`src/rtl/core/vdh_pkg.sv`:
```
`timescale 1ns / 1ps

package vdh_pkg;

  // table geometry
  localparam int unsigned Buckets    = 1024;
  localparam int unsigned BucketW    = $clog2(Buckets);
  localparam int unsigned MaxUnique  = 4096;
  localparam int unsigned UidxW      = $clog2(MaxUnique);
  localparam int unsigned UcntW      = UidxW + 1;
  localparam int unsigned MaxInputs  = 65536;
  localparam int unsigned PosLimit   = (MaxInputs < 65536) ? MaxInputs : 65536;
  localparam int unsigned IcntW      = $clog2(PosLimit + 1);
  localparam int unsigned PosW       = 16;
  localparam int unsigned NWords     = 9;
  localparam int unsigned WidxW      = $clog2(NWords);
  localparam int unsigned RowW       = UcntW + NWords * 32;
  localparam logic [31:0] HashInit   = 32'd5381;
  localparam logic [UcntW-1:0] NilLink = UcntW'(MaxUnique);

  // configuration register indexes
  localparam logic [1:0] CfgIgnPos = 2'd0;
  localparam logic [1:0] CfgIgnTex = 2'd1;
  localparam logic [1:0] CfgIgnNrm = 2'd2;

  // controller to datapath
  typedef struct packed {
    logic capture;
    logic clear_head;
    logic hash_step;
    logic head_read;
    logic node_load;
    logic row_read;
    logic node_follow;
    logic finish_hit;
    logic finish_miss;
  } vdh_cmd_t;

  // datapath to controller
  typedef struct packed {
    logic clear_done;
    logic hash_done;
    logic node_ok;
    logic match;
    logic out_free;
  } vdh_status_t;

  // djb2 (xor form) over the four little-endian bytes of one word, bytes sign-extended
  function automatic logic [31:0] djb_mix(logic [31:0] h, logic [31:0] w);
    logic [31:0] acc;
    logic [31:0] b;
    acc = h;
    for (int k = 0; k < 4; k++) begin
      b   = {{24{w[8*k+7]}}, w[8*k +: 8]};
      acc = ((acc << 5) + acc) ^ b;
    end
    return acc;
  endfunction

  // float equality: both zero of any sign, or same bits and not nan
  function automatic logic float_eq(logic [31:0] a, logic [31:0] b);
    logic nan_a;
    nan_a = (a[30:0] > 31'h7F80_0000);
    return (((a | b) & 32'h7FFF_FFFF) == 32'h0) || ((a == b) && !nan_a);
  endfunction

endpackage

```
`src/rtl/core/vdh_ctrl.sv`:
```
`timescale 1ns / 1ps

module vdh_ctrl (
  input  logic                clk_i,
  input  logic                rst_ni,
  input  logic                in_valid_i,
  input  logic                in_start_i,
  output logic                in_ready_o,
  input  vdh_pkg::vdh_status_t status_i,
  output vdh_pkg::vdh_cmd_t   cmd_o
);
  import vdh_pkg::*;

  typedef enum logic [3:0] {
    StClear, StIdle, StHash, StHeadRd, StHeadWait, StWalk, StCmp, StDoneHit, StDoneMiss
  } state_e;

  state_e state_q, state_d;
  logic   item_q, item_d;

  // next state and commands
  always_comb begin
    state_d = state_q;
    item_d  = item_q;
    cmd_o   = '0;
    unique case (state_q)
      StClear: begin
        cmd_o.clear_head = 1'b1;
        if (status_i.clear_done) begin
          state_d = item_q ? StHash : StIdle;
          item_d  = 1'b0;
        end
      end
      StIdle: begin
        if (in_valid_i) begin
          cmd_o.capture = 1'b1;
          if (in_start_i) begin
            state_d = StClear;
            item_d  = 1'b1;
          end else begin
            state_d = StHash;
          end
        end
      end
      StHash: begin
        cmd_o.hash_step = 1'b1;
        if (status_i.hash_done) state_d = StHeadRd;
      end
      StHeadRd: begin
        cmd_o.head_read = 1'b1;
        state_d = StHeadWait;
      end
      StHeadWait: begin
        cmd_o.node_load = 1'b1;
        state_d = StWalk;
      end
      StWalk: begin
        if (status_i.node_ok) begin
          cmd_o.row_read = 1'b1;
          state_d = StCmp;
        end else begin
          state_d = StDoneMiss;
        end
      end
      StCmp: begin
        if (status_i.match) begin
          state_d = StDoneHit;
        end else begin
          cmd_o.node_follow = 1'b1;
          state_d = StWalk;
        end
      end
      StDoneHit: begin
        if (status_i.out_free) begin
          cmd_o.finish_hit = 1'b1;
          state_d = StIdle;
        end
      end
      StDoneMiss: begin
        if (status_i.out_free) begin
          cmd_o.finish_miss = 1'b1;
          state_d = StIdle;
        end
      end
      default: state_d = StIdle;
    endcase
  end

  assign in_ready_o = (state_q == StIdle);

  // state register, clearing pass follows reset
  always_ff @(posedge clk_i or negedge rst_ni) begin
    if (!rst_ni) begin
      state_q <= StClear;
      item_q  <= 1'b0;
    end else begin
      state_q <= state_d;
      item_q  <= item_d;
    end
  end

endmodule

```
`config.mk`:
```
export PLATFORM = sky130hd
export DESIGN_NAME = vdh_ctrl
export DESIGN_NICKNAME = d
export VERILOG_FILES = /design/src/rtl/core/vdh_pkg.sv /design/src/rtl/core/vdh_ctrl.sv
export SDC_FILE = /design/constraint.sdc
export NUM_CORES = 1
export LEC_CHECK = 0
export ABC_AREA = 1
export BUFFER_PORTS_ARGS = -buffer_cell sky130_fd_sc_hd__buf_4
export CORE_AREA = 2 2 39 41
export DETAILED_ROUTE_END_ITERATION = 10
export DIE_AREA = 0 0 41 43
export GPL_TIMING_DRIVEN = 1
export HOLD_SLACK_MARGIN = 0.1
export SETUP_SLACK_MARGIN = 0.3
export SLEW_MARGIN = 5
export SYNTH_ARGS = -nofsm -noshare
export SYNTH_HDL_FRONTEND = slang
export SYNTH_SLANG_ARGS = --single-unit
```
`constraint.sdc`:
```
create_clock -name clk_i -period 1.3 [get_ports clk_i]
set_clock_uncertainty 0.2 [all_clocks]
set_input_delay 0.13 -clock clk_i [delete_from_list [all_inputs] [get_ports clk_i]]
set_output_delay 0.13 -clock clk_i [all_outputs]
set_load 0.02 [all_outputs]
```
* After elaboration in Yosys (flattened, before gate mapping)
Index checks and enable logic that the tools add are counted. Widths: inputs -> output; s select.
Word-level totals: register bits after elaboration 5, bits of input ports 9, logic and storage cells 46
Cells by class: equality and inequality tests 13, multiplexer cells 26, reductions and logical operators 5
Operators with widths (count):
- $pmux 4 s8 | 1
- $mux 4 | 5
- $eq 4x3->1 const B | 4
- $mux 1 | 16
- $eq 4x2->1 const B | 2
- $ne 2x2->1 const B | 4
- $reduce_and 4->1 | 2
- $mux 2 | 3
- $eq 4x1->1 const B | 1
- $eq 4x4->1 const B | 1
- $logic_not 4->1 | 1
- $ne 2x1->1 const B | 1
- $pmux 1 s2 | 1
- $reduce_bool 2->1 | 1
- $reduce_or 2->1 | 1

* Longest topological paths before layout
Gate-level depths: netlist of run 1.
word-level depth 4, gate-level depth with buffers 8, depth with buffers taken out 8

* Least setup slack after synthesis of run 1
Ideal clock, no wire load.
path kind register to output, start register state_q[2], end output port cmd_o[2] (netlist name), arrival time 1174 ps, data required time 970 ps, setup slack -204 ps, stages on the path, launching flop included 5, path buffers 0, cells stage by stage dfrtp_1 inv_1 nor2_2 nand2_1 nor3_1
RTL lines:
- start, declared | RTL line vdh_ctrl.sv:18 | state_e state_q, state_d;
- start signal, assigned | RTL line vdh_ctrl.sv:94 | state_q <= StClear;
- start signal, assigned | RTL line vdh_ctrl.sv:97 | state_q <= state_d;
- end, declared | RTL line vdh_ctrl.sv:10 | output vdh_pkg::vdh_cmd_t cmd_o

==> results of run 1 <==
## power by group through the flow
| stage | clock (W) | sequential [W] | combinational, W |
|---|---|---|---|
| floorplan | 0 | 0.000332 | 0.000776 |
| finish | 0.000185 | 0.000373 | 0.00168 |
| global route | 0.000198 | 0.000383 | 0.00183 |
| detailed placement | 0 | 0.000354 | 0.00114 |
| CTS | 0.000187 | 0.000370 | 0.00145 |
| global placement | 0 | 0.000351 | 0.00113 |
## metrics by stage
step	hold WS, ns	cells	cell area [um2]	util
finish	-0.04712	136	940.9	0.6799
global route	-0.04457	136	940.9	0.6799
CTS	-0.06034	134	870.8	0.6293
detailed placement	-0.2621	119	694.4	0.5018
global placement	-0.2625	119	694.4	0.5018
floorplan	-0.3656	80	501.7	-
## final cells by class
cell class | instances | area share
clock buffer | 4 | 0.02793
inverter | 17 | 0.06915
multi-input combinational | 58 | 0.4069
sequential | 5 | 0.1383
tap | 16 | 0.02128
timing repair buffer | 36 | 0.3364
## flip-flops by register name (all words and copies together), names as in the netlist
| name | count |
|---|---|
| state_q | 4 |
| item_q | 1 |
## cell usage after synthesis
cell type,instances
nand4_1,2
nor2_1,11
nor4_1,1
nand3_1,8
inv_1,15
o21ai_1,1
nand3_2,1
nor3_1,1
nand3b_1,1
dfrtp_1,5
nand2_2,3
o21ai_0,1
nand2_1,23
nor2_4,1
clkinv_1,1
inv_2,1
nor2_2,3
a21oi_1,1
## worst max-delay path by stage
stage / slack, ns / to / depth (start not counted)
2_1_floorplan: -0.002 / state_q[1]$_DFFE_PN0P_ / 6
3_3_place_gp: -0.16 / cmd_o[2] / 5
3_5_place_dp: -0.15 / cmd_o[2] / 5
4_1_cts: -0.29 / cmd_o[4] / 3
5_1_grt: -0.38 / cmd_o[7] / 4
6_report: -0.30 / cmd_o[6] / 4
## metal layers
| metal | global-route usage | vias to the layer above | wire length (um) |
|---|---|---|---|
| li1 | - | 327 | - |
| met1 | 0.2233 | 282 | 591 |
| met2 | 0.2750 | 14 | 736 |
| met3 | 0.04712 | 2 | 46 |
| met4 | 0.1000 | 0 | 14 |
| met5 | 0 | - | 0 |
## cell usage in the layout, fill, tap and decap left out
master / n
buf_4: 23
nand2_1: 21
buf_6: 11
inv_2: 8
inv_1: 8
nor2_4: 6
nor2_1: 5
nand3_1: 5
nor2_2: 4
nand2_2: 4
dfrtp_2: 4
clkbuf_4: 3
nand3_2: 2
nand4_1: 2
nand3_4: 2
o21ai_1: 2
dlygate4sd3_1: 2
nor4_4: 1
clkinv_2: 1
nor3_4: 1
nand2_4: 1
nand3b_1: 1
a21oi_2: 1
clkbuf_1: 1
dfrtp_1: 1
## worst register-to-register path: stages, from the launching register on
cell and delay, ns:
dfrtp_2 0.43, buf_4 0.15, nor2_2 0.10, nand2_1 0.08, buf_4 0.15, nand2_1 0.07, nand2_2 0.06, nand2_2 0.09
nand2_1 0.06, nand2_1 0.05
## cells by family (layout without fill, tap and decap cells)
group / Yosys count / in the layout
AO/OA/AOI/OAI: 3 / 3
AND/OR/NAND/NOR: 55 / 55
flip-flops: 5 / 5
buffers and inverters: 17 / 57
## timing repair
| action | in CTS | in global routing |
|---|---|---|
| pin swaps | 7 | 9 |
| hold endpoints to repair | 8 | 7 |
| gates cloned | 0 | 0 |
| gates resized for setup | 20 | 13 |
| endpoints found under the setup margin | 15 | 15 |
| buffers inserted | 9 | 2 |
==> run_results.csv, run 1 <==
group,metric,value,unit
yosys,synth-xor-area-share,0,
sta,post-route-period-util,1.228,
floorplanning,initial_core_util,0.3336,
routing,via_per_inst,4.596,
status,violated_checks,"negative hold slack, negative setup slack",
cells_and_area,antennaDiodeCount,0,
yosys,ys_ff_latch,5,
routing,wl_per_cell,10.21,um
global_routing,first_global_vias,551,
global_routing,track_usage,0.1821,
yosys,synthesis.area,461.7,um2
yosys,synth.lib_cells_used.distinct,18,
global_routing,grt_pass1_wl,2166,um
sta,grt_setup_unrepaired,"yes",
floorplanning,floorplan.die_area,1763,um2
sta,final-hold-violation-count,1,
critical_path,timing.reg2reg.setup_slack,-0.20,ns
global_routing,grt_overflow_total,0,
power,power,0.002233,W
sta,count_of_final_setup_violators,15,
min_path,worstHoldPathType,"in2reg",
critical_path,startpoint_type,"flip-flop",
clocking,htree_levels,1,
routing,number_of_nets_with_antenna_violations_after_detailed_routing,0,
routing,first_pass_iters,3,
sta,timing.final.max_slew_violations,0,
yosys,post_synth_mux_area_share,0,
placement,port_buffers,18,
critical_path,path_class,"reg2out",
critical_path,crit_path_max_fanout,7,
cells_and_area,multi_input_area,382.9,um2
critical_path,r2r.worst_path.cells,9,
power,cellLeakagePower,0.5019,nW
yosys,synth_top_cells_by_area,"dfrtp_1 27%, nand2_1 19%, inv_1 12%",
floorplanning,placeableCoreArea,1384,um2
cells_and_area,final.fill_count,123,
routing,drt-initial-drc-count,2,
power,p_sw_frac,0.4880,
placement,dp.final_hpwl,967.7,um
clocking,cts-buffers-inserted,3,
power,switchingPower,0.001090,W
clocking,clk_root_buffer_cell,"clkbuf_4",
cells_and_area,share_of_final_layout_standard_cells_stronger_than_drive_strength_1,0.6000,
critical_path,critPathLaunch,"state_q[2]$_DFFE_PN0P_",
clocking,tritoncts_num_sinks,5,
clocking,clk_transition_reported_paths,0.05,ns
routing,routed_wirelength,1389,um
sta,fin_crit,1.597,ns
global_routing,maximum_number_of_pins_on_one_net_before_global_route_repair,8,
cells_and_area,final_net_count,130,
critical_path,ordered_list_of_cells_on_the_worst_path,"nor2_4 > nand2_1 > inv_2 > buf_4",
yosys,synth_compound_area_frac,0.03252,
yosys,netlist.area_leader.share,0.2710,
critical_path,worstReg2RegStart,"state_q[2]$_DFFE_PN0P_",
critical_path,worstReg2RegEnd,"state_q[3]$_DFFE_PN0P_",
power,pwr_density_cell,2373,nW/um2
yosys,ys_seq_area_frac,0.2710,
yosys,mappedNetlistNets,89,
clocking,tritoncts,"yes",
power,worst_ir_drop_vdd,1.040,mV
sta,max_slew_margin,0.8436,
min_path,hold_start,"status_i[2]",
critical_path,count_of_buffer_and_inverter_cells_on_the_critical_path,2,
critical_path,arrival,1.27,ns
critical_path,critical_path.slowest_cell,"dfrtp_2",
power,pwr-share-comb,0.750,
cells_and_area,seqCellArea,130.1,um2
yosys,post_synth_and_or_nand_nor_area_fraction,0.5583,
placement,gp_routability_congestion,0.7562,
power,p_clk_frac,0.083,
placement,placement.setup.worst_slack,-0.1496,ns
min_path,min_delay_worst_endpoint,"state_q[3]$_DFFE_PN0P_",
sta,tightest_slew,0.2341,ns
sta,fmax,626.3,MHz
yosys,post_synth_fa_ha_maj_area_fraction,0,
yosys,yosys.area.top_type,"dfrtp_1",
yosys,synthesis.instances,80,
routing,dr_total_vias,625,
power,cell_internal_pwr,0.001143,W
sta,fin_setup_tns,-3.509,ns
min_path,timing.hold.worst_path_depth,3,
yosys,ys_warn_count,0,
routing,drt_drc_violations_left,0,
critical_path,critical-path-max-stage-delay,0.43,ns
yosys,main_combinational_cell_family_by_area_after_synthesis,"simple AND/OR/NAND/NOR gates",
clocking,insertion_delay,0.24,ns
floorplanning,die_y_extent,43,um
job,maxCapViolCount,0,
floorplanning,die_w,41,um
cells_and_area,syn_to_final_growth,103.8,%
power,share_seq_of_total_power,0.167,
status,status,"finished, violations left",
yosys,postSynthAreaPerCell,5.771,um2
clocking,hold_buffers,2,
sta,final_critical_path_setup_slack,-0.2967,ns
sta,hold_ws,-0.04712,ns
floorplanning,num_rows,14,
critical_path,worst_ep_required_time,0.97,ns
critical_path,cp_top_family,"flip-flops",
floorplanning,design.portCount,19,
clocking,cts_max_path_buffers,2,
global_routing,antenna_found_initial,0,
critical_path,cp-end-kind,"output pin",
Power figures use the tool's default switching activity.
==> run 2, diff against run 1 <==
--- a/config.mk
+++ b/config.mk
@@ -8,6 +8,7 @@
 export ABC_AREA = 1
 export BUFFER_PORTS_ARGS = -buffer_cell sky130_fd_sc_hd__buf_4
 export CORE_AREA = 2 2 39 41
+export CTS_BUF_LIST = sky130_fd_sc_hd__clkbuf_16
 export DETAILED_ROUTE_END_ITERATION = 10
 export DIE_AREA = 0 0 41 43
 export GPL_TIMING_DRIVEN = 1
==> run 2 against run 1 <==
- the run still ends with negative hold slack, negative setup slack left
- non-clock buffer count up 4
- fmax down 2.2%
- critical path type is now reg2reg
- first-iteration DRC count rose to 7.0 times the previous value
- largest cell class unchanged
- die area unchanged
- total power up 16%
- register-to-register slack worse by 0.13 ns
- hold slack better by 0.0095 ns
- count of clock-buffer cells in the layout down 1
- global-route usage up 3.0 points
- critical path depth up 5
- sequential cell count unchanged
==> run_results.csv, run 2 (synthesized netlist as in run 1, its figures left out) <==
group,metric,value,unit
clocking,cts-buffers-inserted,3,
sta,post-route-period-util,1.256,
floorplanning,floorplan.die_area,1763,um2
global_routing,maximum_number_of_pins_on_one_net_before_global_route_repair,8,
cells_and_area,layout_common_cells,"30 x buf_4, 19 x nand2_1, 10 x inv_1",
floorplanning,die_y_extent,43,um
cells_and_area,top_register,"state_q",
floorplanning,design.portCount,19,
sta,final-hold-violation-count,2,
sta,fmax,612.4,MHz
critical_path,startpoint_type,"flip-flop",
critical_path,crit_path_max_fanout,7,
floorplanning,initial_core_util,0.3336,
job,maxCapViolCount,0,
placement,placement.setup.worst_slack,-0.1496,ns
routing,via_per_inst,4.671,
global_routing,first_global_vias,608,
floorplanning,placeableCoreArea,1384,um2
critical_path,worstReg2RegStart,"state_q[2]$_DFFE_PN0P_",
floorplanning,die_w,41,um
clocking,tritoncts,"yes",
placement,dp.final_hpwl,967.7,um
status,violated_checks,"negative hold slack, negative setup slack",
min_path,worstHoldPathType,"in2reg",
sta,tightest_slew,0.2354,ns
critical_path,cp-end-kind,"flip-flop",
routing,drt-initial-drc-count,14,
critical_path,arrival,1.59,ns
cells_and_area,final_common_cell,"buf_4",
status,status,"finished, violations left",
clocking,insertion_delay,0.23,ns
cells_and_area,final.fill_count,117,
routing,wl_per_cell,11.69,um
sta,fin_crit,1.633,ns
clocking,clk_transition_reported_paths,0.03,ns
routing,first_pass_iters,4,
global_routing,track_usage,0.2123,
clocking,tritoncts_num_sinks,5,
clocking,htree_levels,1,
clocking,clk_root_buffer_cell,"clkbuf_16",
cells_and_area,final_net_count,134,
power,cellLeakagePower,0.5514,nW
routing,dr_total_vias,654,
sta,hold_ws,-0.03766,ns
sta,count_of_final_setup_violators,15,
global_routing,antenna_found_initial,0,
cells_and_area,antennaDiodeCount,0,
sta,final_critical_path_setup_slack,-0.3329,ns
power,pwr_density_cell,2601,nW/um2
power,power,0.002594,W
routing,drt_drc_violations_left,0,
cells_and_area,share_of_final_layout_standard_cells_stronger_than_drive_strength_1,0.6129,
power,worst_ir_drop_vdd,1.471,mV
placement,number_of_placed_instances_taps_included,119,
placement,gp_routability_congestion,0.7562,
global_routing,grt_overflow_total,0,
routing,routed_wirelength,1636,um
critical_path,worst_ep_required_time,1.26,ns
cells_and_area,largest_register_ff_count,4,
critical_path,critPathLaunch,"state_q[2]$_DFFE_PN0P_",
clocking,hold_buffers,1,
global_routing,grt_pass1_wl,2511,um
cells_and_area,layout_top_registers,"state_q (4), item_q (1)",
routing,number_of_nets_with_antenna_violations_after_detailed_routing,0,
floorplanning,num_rows,14,
cells_and_area,post_layout_nonfiller_instances,140,
cells_and_area,syn_to_final_growth,116.0,%
sta,timing.final.max_slew_violations,0,
critical_path,r2r.worst_path.cells,9,
clocking,cts_max_path_buffers,2,
placement,port_buffers,18,
sta,max_slew_margin,0.8427,
critical_path,path_class,"reg2reg",
min_path,timing.hold.worst_path_depth,3,
min_path,hold_start,"in_start_i",
sta,grt_setup_unrepaired,"yes",
[run 2: cell count changes in the layout (fill, tap and decap cells not counted), moves of 2 or more]
cell	before	now
inv_2	8	6
buf_6	11	9
nand2_1	21	19
clkbuf_16	0	3
nand2_2	4	6
clkbuf_4	3	0
buf_4	23	30
nand3_4	2	0
inv_1	8	10
[run 2: power breakdown]
group	switching [W]	total, W	internal [W]
combinational	0.000917	0.00173	0.000808
sequential	0.000131	0.000370	0.000239
clock	0.000101	0.000499	0.000398
[run 2: cell type report]
cell class	instances	area, um2	area share
clock buffers	3	75.07	0.07528
clock inverters	1	3.754	0.003764
inverters	17	67.56	0.06775
multi-input cells	58	364.1	0.3651
flip-flops and latches	5	130.1	0.1305
well taps	16	20.02	0.02008
repair buffers	40	336.6	0.3375
[run 2: stage by stage]
stage / utilization / area [um2] / setup TNS, ns
2_1_floorplan: - / 501.7 / -0.003928
3_3_place_gp: 0.5018 / 694.4 / -1.174
3_5_place_dp: 0.5018 / 694.4 / -1.228
4_1_cts: 0.6935 / 959.7 / -3.838
5_1_grt: 0.7206 / 997.2 / -5.114
6_report: 0.7206 / 997.2 / -4.287
[run 2: timing repair]
action                     CTS  global route
setup buffers               14             2
pin swaps                   10             3
gates resized for setup     23             5
hold endpoints to repair     8             7
setup endpoints to repair   15            15
[run 2: critical path, stage by stage, from the launching register on]
cell and delay (ns):
dfrtp_2 0.41, buf_6 0.12, nor2_4 0.20, buf_4 0.17
nand3_2 0.09, nand2_2 0.10, nor2_2 0.06, nand2_2 0.08
nand2_1 0.06, nand2_1 0.07
[run 2: worst paths after layout]
kind                       slack [ns]                     end
max reg2reg                     -0.33  state_q[0]$_DFFE_PN0P_
min                             -0.04      item_q$_DFFE_PN0P_
max in group asynchronous        0.73  state_q[0]$_DFFE_PN0P_
min in group asynchronous        0.05  state_q[3]$_DFFE_PN0P_
max                             -0.33  state_q[0]$_DFFE_PN0P_
min reg2reg                      0.32      item_q$_DFFE_PN0P_
[run 2: routing by layer]
| layer | up-vias | global-route usage | wire length (um) |
|---|---|---|---|
| met3 | 2 | 0.03141 | 43 |
| li1 | 336 | - | - |
| met1 | 304 | 0.2589 | 641 |
| met2 | 12 | 0.3531 | 943 |
| met5 | - | 0 | 0 |
| met4 | 0 | 0.08000 | 8 |
==> run 3, diff against run 2 <==
--- a/config.mk
+++ b/config.mk
@@ -5,10 +5,10 @@
 export SDC_FILE = /design/constraint.sdc
 export NUM_CORES = 1
 export LEC_CHECK = 0
-export ABC_AREA = 1
 export BUFFER_PORTS_ARGS = -buffer_cell sky130_fd_sc_hd__buf_4
 export CORE_AREA = 2 2 39 41
-export CTS_BUF_LIST = sky130_fd_sc_hd__clkbuf_16
+export CTS_BUF_LIST = sky130_fd_sc_hd__clkbuf_2 sky130_fd_sc_hd__clkbuf_4 sky130_fd_sc_hd__clkbuf_8
+export CTS_CLUSTER_SIZE = 16
 export DETAILED_ROUTE_END_ITERATION = 10
 export DIE_AREA = 0 0 41 43
 export GPL_TIMING_DRIVEN = 1
==> run 3 against run 2 <==
- the run still ends with negative hold slack, negative setup slack left
- wire length fell by 5.3%
- synthesized area decreased by 2.4%
- global-route usage down 0.48 points
- hold slack lost 0.016 ns
- sequential cell count did not move
- non-clock buffer count increased by 5
- synthesized cell count down 31%
- combinational power rose by 5%
- clock power shrank 61%
- critical path type unchanged
- critical endpoint unchanged
==> run_results.csv, run 3 <==
group,metric,value,unit
status,status,"finished, violations left",
status,violated_checks,"negative hold slack, negative setup slack",
yosys,ys_warn_count,0,
floorplanning,floorplan.die_area,1763,um2
yosys,synth_enable_flop_cells,0,
cells_and_area,share_of_final_layout_standard_cells_stronger_than_drive_strength_1,0.7273,
global_routing,first_global_vias,565,
routing,dr_total_vias,592,
yosys,synthesis.area,450.4,um2
critical_path,worstReg2RegStart,"state_q[0]$_DFFE_PN0P_",
critical_path,crit_path_max_fanout,6,
yosys,synth.lib_cells_used.distinct,27,
floorplanning,die_w,41,um
sta,fin_crit,1.658,ns
yosys,postSynthAreaPerCell,8.190,um2
critical_path,worst_ep_required_time,1.21,ns
sta,fin_setup_tns,-4.127,ns
global_routing,maximum_number_of_pins_on_one_net_before_global_route_repair,8,
routing,via_per_inst,5.148,
routing,dr_wl_met2,808,um
routing,wl_per_cell,13.48,um
yosys,yosys.area.top_type,"dfrtp_1",
critical_path,cp-end-kind,"flip-flop",
sta,final-hold-violation-count,1,
clocking,tritoncts_num_sinks,5,
floorplanning,design.portCount,19,
routing,drt-initial-drc-count,13,
floorplanning,placeableCoreArea,1384,um2
critical_path,arrival,1.57,ns
sta,final_critical_path_setup_slack,-0.3577,ns
clocking,cts_max_path_buffers,2,
global_routing,grt_pass1_wl,2456,um
yosys,ys_ff_latch,5,
sta,max_slew_margin,0.7166,
routing,routed_wirelength,1550,um
routing,met1_length,650,um
sta,post-route-period-util,1.275,
yosys,ys_seq_area_frac,0.2778,
yosys,yosysMostFrequentCell,"nor3_1",
cells_and_area,finalCoreUtilization,0.7260,
sta,hold_ws,-0.05373,ns
sta,timing.final.max_slew_violations,0,
global_routing,antenna_found_initial,0,
cells_and_area,post-route-cell-area,1005,um2
routing,maxUsedRoutingLayer,"met3",
critical_path,critical_path.slowest_cell,"or4b_1",
sta,grt_setup_unrepaired,"yes",
cells_and_area,final.fill_count,97,
critical_path,timing.reg2reg.setup_slack,-0.36,ns
clocking,clk_transition_reported_paths,0.04,ns
min_path,timing.hold.worst_path_depth,2,
global_routing,track_usage,0.2075,
sta,tightest_slew,0.4145,ns
cells_and_area,layout_common_cells,"30 x buf_4, 13 x buf_6, 4 x nor3_2, 4 x inv_1, 4 x clkbuf_4",
power,power,0.002372,W
placement,dp.final_hpwl,1076,um
routing,number_of_nets_with_antenna_violations_after_detailed_routing,0,
critical_path,path_class,"reg2reg",
clocking,tritoncts,"yes",
cells_and_area,syn_to_final_growth,123.1,%
power,worst_ir_drop_vdd,1.410,mV
min_path,hold_start,"in_start_i",
clocking,cts-buffers-inserted,3,
clocking,clk_root_buffer_cell,"clkbuf_4",
critical_path,r2r.worst_path.cells,4,
routing,drt_drc_violations_left,0,
yosys,proportion_of_synthesized_flip_flops_having_asynchronous_set_or_reset,1.000,
routing,routed-wl-met3,91,um
yosys,netlist.area_leader.share,0.2778,
placement,placement.cell_area,798.3,um2
sta,fmax,603.2,MHz
floorplanning,die_y_extent,43,um
critical_path,startpoint_type,"flip-flop",
cells_and_area,top_register,"state_q",
sta,count_of_final_setup_violators,15,
yosys,ys_top_cells_by_count,"8 x nor3_1, 5 x buf_2, 5 x dfrtp_1, 5 x inv_1, 4 x nor2_1",
placement,port_buffers,18,
critical_path,worstReg2RegEnd,"state_q[0]$_DFFE_PN0P_",
clocking,htree_levels,1,
min_path,min_delay_worst_endpoint,"item_q$_DFFE_PN0P_",
yosys,synth_ff_type,"dfrtp_1",
yosys,mappedNetlistNets,64,
critical_path,ordered_list_of_cells_on_the_worst_path,"buf_2 > or4b_1 > o221ai_2 > a21oi_1",
clocking,insertion_delay,0.24,ns
routing,first_pass_iters,4,
cells_and_area,final_common_cell,"buf_4",
yosys,synth_top_cells_by_area,"dfrtp_1 28%, nor3_1 8.9%, buf_2 5.6%",
power,pwr_density_cell,2361,nW/um2
global_routing,grt_overflow_total,0,
power,cellLeakagePower,0.4736,nW
cells_and_area,antennaDiodeCount,0,
min_path,worstHoldPathType,"in2reg",
cells_and_area,final_net_count,109,
yosys,synthesis.instances,55,
critical_path,critical-path-max-stage-delay,0.52,ns
cells_and_area,layout_top_registers,"state_q (4), item_q (1)",
placement,gp_routability_congestion,0.8246,
floorplanning,initial_core_util,0.3255,
clocking,hold_buffers,1,
cells_and_area,largest_register_ff_count,4,
job,maxCapViolCount,0,
floorplanning,num_rows,14,
run 3: cell count changes in the layout (fill, tap and decap cells not counted), sizes merged, moves of 3 or more:
cell / previous run / this run
nand2: 26 / 3
inv: 17 / 5
nor2: 15 / 4
nand3: 9 / 0
nor3: 1 / 8
buf: 39 / 44
nand2b: 0 / 3
run 3: how the worst max path moves through the flow:
stage,start,to,slack (ns),depth (start not counted)
floorplan,state_q[1]$_DFFE_PN0P_,item_q$_DFFE_PN0P_,-0.23,4
global placement,state_q[1]$_DFFE_PN0P_,state_q[1]$_DFFE_PN0P_,-0.27,3
detailed placement,state_q[1]$_DFFE_PN0P_,state_q[1]$_DFFE_PN0P_,-0.28,3
CTS,state_q[1]$_DFFE_PN0P_,cmd_o[8],-0.34,3
global route,state_q[0]$_DFFE_PN0P_,cmd_o[0],-0.41,3
finish,state_q[0]$_DFFE_PN0P_,state_q[0]$_DFFE_PN0P_,-0.36,4
run 3: final cells by class:
class	instances	area, um2	area share
flip-flops and latches	5	128.9	0.1283
multi-input cells	40	417.9	0.4159
well taps	16	20.02	0.01993
clock buffers	4	30.03	0.02989
inverters	5	21.27	0.02117
repair buffers	45	386.6	0.3848
run 3: kinds of logic (layout without fill, tap and decap cells):
kind of cell,count (synthesis),in the layout,synth area share
AOI/OAI and AO/OA,13,13,0.2361
buffers and inverters,10,54,0.09722
DFF,5,5,0.2778
muxes,1,1,0.02222
and+or+nand+nor,26,26,0.3667
run 3: repair_timing:
| item | 4_1_cts | 5_1_grt |
|---|---|---|
| pin swaps | 3 | 7 |
| gates resized for setup | 13 | 18 |
| endpoints found under the hold margin | 10 | 10 |
| setup buffers | 2 | 4 |
| setup endpoints to repair | 15 | 15 |
run 3: metal layers:
layer | vias up | track usage
met5 | - | 0
met4 | 0 | 0.1000
met3 | 0 | 0.04712
met2 | 23 | 0.3063
met1 | 274 | 0.2739
li1 | 295 | -
run 3: power by group:
group / switching (W) / leakage [nW] / total [W] / internal, W
sequential: 0.000119 / 0.0591 / 0.000355 / 0.000236
clock: 0.0000607 / 0.0184 / 0.000197 / 0.000137
combinational: 0.000829 / 0.396 / 0.00182 / 0.000991
run 3: metrics by stage:
stage	hold slack [ns]	instances	setup WS, ns
2_1_floorplan	-0.3656	55	-0.2266
3_3_place_gp	-0.2673	104	-0.2709
3_5_place_dp	-0.2669	104	-0.2770
4_1_cts	-0.06696	111	-0.3436
5_1_grt	-0.05637	115	-0.4087
6_report	-0.05373	115	-0.3577
run 3: critical path: cells and delay by family (launching register included):
kind	cells	cell delay (ns)
AOI/OAI and AO/OA	2	0.19
buffers and inverters	1	0.17
DFF	1	0.46
and+or+nand+nor	1	0.52
